<file path="src/ppt_delay.sv">
// Enabled shift line that brings the CORDIC angles in step with the distance pipeline.
// No package dependencies.

module ppt_delay #(
    parameter int DEPTH = 1,
    parameter int WIDTH = 32
) (
    input  logic             i_clk,
    input  logic             i_en,
    input  logic [WIDTH-1:0] i_d,
    output logic [WIDTH-1:0] o_q
);

    if (DEPTH == 0) begin : g_none
        assign o_q = i_d;
    end else begin : g_line
        logic [WIDTH-1:0] r_line [0:DEPTH-1];

        // Each enabled cycle moves every tap one place along.
        always_ff @(posedge i_clk) begin
            if (i_en) begin
                r_line[0] <= i_d;
                for (int i = 1; i < DEPTH; i++) begin
                    r_line[i] <= r_line[i-1];
                end
            end
        end

        assign o_q = r_line[DEPTH-1];
    end

endmodule

</file>
<file path="config.mk">
export PLATFORM = sky130hd
export DESIGN_NAME = ppt_delay
export DESIGN_NICKNAME = d
export VERILOG_FILES = /design/src/ppt_delay.sv
export SDC_FILE = /design/constraint.sdc
export NUM_CORES = 1
export LEC_CHECK = 0
export BUFFER_PORTS_ARGS = -buffer_cell sky130_fd_sc_hd__buf_2
export CAP_MARGIN = 20
export CELL_PAD_IN_SITES_DETAIL_PLACEMENT = 1
export CELL_PAD_IN_SITES_GLOBAL_PLACEMENT = 1
export CORE_UTILIZATION = 30
export CTS_BUF_LIST = sky130_fd_sc_hd__clkbuf_4
export CTS_CLUSTER_DIAMETER = 120
export CTS_CLUSTER_SIZE = 25
export DETAILED_ROUTE_END_ITERATION = 8
export GPL_ROUTABILITY_DRIVEN = 0
export PLACE_DENSITY_LB_ADDON = 0.2
export SYNTH_ARGS = -nofsm -noshare
export SYNTH_HDL_FRONTEND = slang
export SYNTH_SLANG_ARGS = --single-unit
</file>
<file path="constraint.sdc">
create_clock -name i_clk -period 0.8 [get_ports i_clk]
set_input_delay 0.08 -clock i_clk [delete_from_list [all_inputs] [get_ports i_clk]]
set_output_delay 0.08 -clock i_clk [all_outputs]
set_load 0.1 [all_outputs]
</file>
Word level (Yosys, flattened, before mapping)

Memory sizes are Yosys's and may differ from the RTL's.
Index checks and enable logic that the tools add are counted.

Bits in registers: 0
Bits in writable memories: 32
Input bits: 34
Output and inout bits: 32
Logic and storage cells: 3
Memories: 1

Multiplexer cells: 2

Memory list:

| name          | words | bits a word | rd ports | clocked after Yosys merged registers in | wr ports | RTL line | RTL |
|---|---|---|---|---|---|---|---|
| g_line.r_line | 1     | 32          | 1        | 0                                       | 1        | 17       | `logic [WIDTH-1:0] r_line [0:DEPTH-1];` |

Operator list:

| cell    | number |
|---|---|
| $mux W1 | 2 |

Longest topological paths before layout

Gate-level depths: netlist of run 1.

Word-level depth: 2
Mapped depth: 0
Gate-level depth less buffers: 0

Least setup slack after synthesis of run 1

No wires, ideal clock.

Kind: register -> output
Start: mem g_line.r_line[0][0]
End: out o_q[0]
Arrival time: 904 ps
Data required time: 720 ps
Path slack: -184 ps
Cell stages (with the launch flop): 1
Path buffers: 0
Path through: edfxtp_1

Cells in the longest elaborated chain, start to end: 1

Ends and longest elaborated chain:

| item           | RTL line | RTL |
|---|---|---|
| from (decl)    | 17       |  |
| $mem_v2 Z1 W32 | -        |  |
| to (decl)      | 11       | `output logic [WIDTH-1:0] o_q` |

No other way between the ends.

Worst setup path in the final report of run 1

Start: mem g_line.r_line[0][20]
End: out o_q[20]

Same word-level chain as after synthesis.

==> results of run 1 <==
report_power, final:
group          leakage, uW  internal, uW  total (uW)  switching, uW
sequential        0.000313          2000        2110            113
clock            0.0000403           638        1170            530
combinational     0.000583           650        1730           1080
worst paths after layout:
kind	end	startpoint	depth (start not counted)	slack (ns)
setup / recovery	o_q[20]	g_line.r_line[0][20]	1	-0.25
hold / removal	g_line.r_line[0][10]	i_en	2	0.18
placed cells by master (no fill, tap or decap):
cell type      instances
buf_12                34
dlygate4sd3_1         32
clkbuf_4               5
clkinv_1               2
bufinv_16              1
diode_2                1
edfxtp_1              32
buf_2                 33
metrics by stage:
stage          total power (uW)  std cells  hold WS (ns)
6_report                   5014        184        0.1824
5_1_grt                    5150        184        0.1733
2_1_floorplan              3015         32        0.1789
3_3_place_gp               3724        143        0.2567
4_1_cts                    5049        183        0.1567
3_5_place_dp               3750        143        0.2583
layout make-up:
| class | instances | share of cell area [%] |
|---|---|---|
| Sequential cell | 32 | 42.52 |
| Tap cell | 44 | 2.436 |
| Timing Repair Buffer | 99 | 51.61 |
| Antenna cell | 1 | 0.1107 |
| Clock inverter | 3 | 1.661 |
| Clock buffer | 5 | 1.661 |
routing by layer:
layer	share of wire (%)	up-vias
li1	-	342
met1	31	369
met2	61	38
met3	5.1	8
met4	3.4	0
met5	0	-
cell families (layout without fill, tap and decap cells):
group / after synthesis / in the layout / share of synthesized area, %
flops: 32 / 32 / 100.0
other cells: 0 / 1 / 0
buf+inv: 0 / 107 / 0
repair_timing:
action                     in CTS  in global routing
hold endpoints to repair       32                  0
setup endpoints to repair      32                 32
hold buffers                   32                  0
==> metrics.yaml, run 1 <==
postPlaceCellArea_um2: 1862
slowest_delay_ns: 0.45
synth_top_cell_by_area: "edfxtp_1"
avgRoutedWirePerCell_um: 17.39
grt_pass1_vias: 915
final-setup-viol-count: 32
vdd.ir_drop.worst_v: 0.001295
hold_path_class: "primary input to flop"
gr-usage-met3_pct: 5.275
cpMaxStageDelayCell: "edfxtp_1"
tightestPinTransition_ns: 0.1532
largest_register: "g_line.r_line"
die_w_um: 58.60
multi_input_cells: 0
start_util_pct: 31.48
seqCellArea_um2: 960.9
cts_buffers: 5
gr-usage-met2_pct: 42.36
reg_top3: "g_line.r_line x32"
via_count: 757
tns_ns: -7.044
area_delta_synth_final_pct: 135.2
track_usage_pct: 20.96
hold_violations: 0
path_class: "flop to output port"
cts_tree: "yes"
first_pass_iters: 5
nets: 172
avgSynthCellArea_um2: 30.03
synth_edf_count: 32
postCtsSetupRepairBufs: 0
postLayoutCellArea_um2: 2260
drtIter0Drc: 9
async_flop_share_pct: 0
cp_top_family: "flip-flops"
met1_usage_pct: 18.58
ctsLongestPathBuffers: 2
crit_chain: "buf_12"
totalWireLength_mm: 3.199
netlist_instances: 32
run_status: "complete, but fails checks"
ys_warn_count: 0
fp.dieH_um: 58.60
synth.top_cell.area_share_pct: 100.0
fillerInstances: 268
cts.sinks: 32
drv_slew: 0
slew_headroom_pct: 89.81
period_needed_ns: 1.051
ys_ff_latch: 32
cts.clk_slew.worst_paths_ns: 0.11
power_density_nw_per_um2: 2219
grt_max_degree: 17
setup.worst_path.start_class: "flop"
synthFlopType: "edfxtp_1"
period_share_pct: 131.3
synthDistinctLibCells: 1
busiest_layer: "met2"
yosys-top-cells-area: "edfxtp_1 (100%)"
worst-path-buf-inv: 1
cts_resized: 0
dpl.hpwl_mm: 1.693
cts-root-buf: "clkbuf_4"
dieArea_um2: 3433
synth_most_common_cell: "edfxtp_1"
synth_area_um2: 960.9
worst_ep_required_time_ns: 0.72
end_kind: "output port"
ant_nets: 0
core_um2: 3053
synth_nets: 66
setup_ws_ns: -0.2508
avgViaCountPerCell: 4.114
critPathMaxFanout: 1
multi_input_area_um2: 0
antenna_found_initial: 1
final_core_util_pct: 74.02
h-tree-depth: 2
synthTopCellsByCount: "edfxtp_1 (32)"
ios: 66
rows: 20
critPathArrivalTime_ns: 0.97
layout-drive-gt1-share_pct: 52.52
p_leak_uw: 0.0009364
dp_slack_ns: 0.1103
drc_errors: 0
grt_setup_unrepaired: "true"
portBuffers: 65
grt_pass1_wl_mm: 4.761
grt.overflow.total: 0
maxCapViolCount: 0
violations: "setup timing"
largest_reg_flops: 32
synth-seq-area-share_pct: 100.0
fmax_ghz: 0.9517
Note: power is estimated with default switching activity, not from simulation.
==> run 2: changes to the inputs <==
--- a/config.mk
+++ b/config.mk
@@ -18,2 +18,3 @@
 export PLACE_DENSITY_LB_ADDON = 0.2
+export REMOVE_ABC_BUFFERS = 1
 export SYNTH_ARGS = -nofsm -noshare
==> constraint.sdc (replaced) <==
create_clock -name i_clk -period 0.8 [get_ports i_clk]
set_input_delay 0 -clock i_clk [delete_from_list [all_inputs] [get_ports i_clk]]
set_output_delay 0 -clock i_clk [all_outputs]
set_load 0.1 [all_outputs]
==> metrics.yaml, run 2 (synthesized netlist as in run 1, its figures left out) <==
run_status: "complete, but fails checks"
violations: "setup timing"
grt.overflow.total: 0  # unchanged
dieArea_um2: 3433  # unchanged
drv_slew: 0  # unchanged
crit_chain: "buf_12"
slew_headroom_pct: 88.36  # -1.4 points
hold-path-cell-count: 2  # unchanged
cts.clk_slew.worst_paths_ns: 0.10  # about the same
ant_nets: 0  # unchanged
via_count: 738  # -2.5%
period_needed_ns: 0.9702  # -0.08053 ns
min-delay-start: "i_en"
vdd.ir_drop.worst_v: 0.001469  # +13%
fin_hold_ws_ns: 0.1486  # -0.03378 ns
postLayoutCellArea_um2: 2212  # -2.1%
start_util_pct: 31.48  # unchanged
largest_register: "g_line.r_line"
drc_errors: 0  # unchanged
grt_pass1_vias: 860  # -6.0%
p_switching_uw: 1696  # -1.8%
fmax_ghz: 1.031  # +8.3%
power_density_nw_per_um2: 2121  # -4.4%
dpl.hpwl_mm: 1.601  # -5.4%
cp_top_family: "flip-flops"
instances_no_fill: 181  # -1.6%
postPlaceCellArea_um2: 1842  # -1.1%
area_delta_synth_final_pct: 130.2
antenna_found_initial: 0  # -1
h-tree-depth: 2  # unchanged
fillerInstances: 267  # -0.37%
critPathMaxFanout: 1  # unchanged
worst-path-buf-inv: 1  # unchanged
pwr-share-seq_pct: 45.0  # +2.9 points
ios: 66  # unchanged
rows: 20  # unchanged
worst_ep_required_time_ns: 0.80  # +0.08 ns
cts_buffers: 5  # unchanged
fp.dieH_um: 58.60  # unchanged
ctsLongestPathBuffers: 2  # unchanged
power_frac_clock_pct: 18.4  # -4.9 points
multi_input_area_um2: 0  # unchanged
reg_top3: "g_line.r_line x32"
critPathArrivalTime_ns: 0.97  # about the same
avgRoutedWirePerCell_um: 16.73  # -3.7%
cts-root-buf: "clkbuf_4"
hold_violations: 0  # unchanged
cts_tree: "yes"
grt_max_degree: 33  # +16
slowest_delay_ns: 0.45  # about the same
die_w_um: 58.60  # unchanged
internal_power_uw: 2997  # -8.8%
final-setup-viol-count: 32  # unchanged
power_switching_share_pct: 36.15  # +1.7 points
comb_power_share_pct: 36.6  # +2.0 points
seqCellArea_um2: 960.9  # unchanged
cts.sinks: 32  # unchanged
end_kind: "output port"
path_class: "flop to output port"
num_antenna_cells: 0  # -1
dp.cells: 142  # -0.70%
nets: 171  # -0.58%
period_share_pct: 121.3  # -10 points
layout-drive-gt1-share_pct: 53.28  # +0.77 points
setup.worst_path.start_class: "flop"
tightestPinTransition_ns: 0.1746  # +0.02136 ns
multi_input_cells: 0  # unchanged
hold_path_class: "primary input to flop"
track_usage_pct: 19.68  # -1.3 points
avgViaCountPerCell: 4.077  # -0.89%
holdPathEnd: "g_line.r_line[0][6]"
cpMaxStageDelayCell: "edfxtp_1"
core_um2: 3053  # unchanged
p_leak_uw: 0.0009183  # -1.9%
setup_ws_ns: -0.1702  # +0.08053 ns
final_core_util_pct: 72.46  # -1.6 points
largest_reg_flops: 32  # unchanged
grt_setup_unrepaired: "true"
postCtsSetupRepairBufs: 0  # unchanged
tns_ns: -4.339  # +2.705 ns
most-common-layout-cells: "buf_2 (33), buf_12 (33), edfxtp_1 (32), dlygate4sd3_1 (32), clkbuf_4 (6)"
maxCapViolCount: 0  # unchanged
totalWireLength_mm: 3.029  # -5.3%
portBuffers: 65  # unchanged
grt_pass1_wl_mm: 4.588  # -3.6%
first_pass_iters: 4  # -1
drtIter0Drc: 11  # +2
==> run 2: cell count changes in the layout (fill, tap and decap cells not counted), sizes merged <==
cell / change
buf: -1
bufinv: -1
clkbuf: +1
clkinv: -1
diode: -1
==> run 2: how the worst max path moves through the flow <==
stage,start,end,slack (ns),cells past startpoint
final,g_line.r_line[0][13],o_q[13],-0.17,1
after global routing,g_line.r_line[0][13],o_q[13],-0.21,1
after CTS,g_line.r_line[0][10],o_q[10],-0.17,1
after detailed placement,i_en,g_line.r_line[0][7],0.17,2
after global placement,i_en,g_line.r_line[0][7],0.19,2
after floorplan,g_line.r_line[0][0],o_q[0],-0.10,0
==> run 2: cell type report <==
class / instances / area share, %
well taps: 44 / 2.489
repair buffers: 98 / 51.81
clock inverters: 1 / 0.2262
clock buffers: 6 / 2.036
flip-flops and latches: 32 / 43.44
==> run 2: timing repair <==
item,in CTS,in global routing
gates resized for setup,0,0
endpoints found under the setup margin,32,32
hold buffers,32,0
endpoints found under the hold margin,32,0
pin swaps,0,0
==> run 2: power groups by stage <==
stage | clock network (uW) | logic, uW | registers (uW)
finish | 862 | 1720 | 2110
global route | 948 | 1750 | 2130
CTS | 891 | 1710 | 2110
detailed placement | 0 | 1590 | 2150
global placement | 0 | 1580 | 2140
floorplan | 0 | 0 | 3010
==> run 2: stage by stage <==
step,total power (uW),setup WS [ns]
6_report,4693,-0.1702
5_1_grt,4828,-0.2062
4_1_cts,4715,-0.1739
3_5_place_dp,3739,0.1719
3_3_place_gp,3713,0.1878
2_1_floorplan,3015,-0.1040
==> run 2: per-layer routing <==
metal | wire length (um) | track usage (%) | up-vias | share of wire [%]
li1 | - | - | 337 | -
met4 | 16 | 6.122 | 0 | 0.53
met5 | 0 | 0 | - | 0
met3 | 230 | 7.033 | 2 | 7.6
met2 | 1726 | 37.11 | 37 | 57
met1 | 1056 | 20.20 | 362 | 35
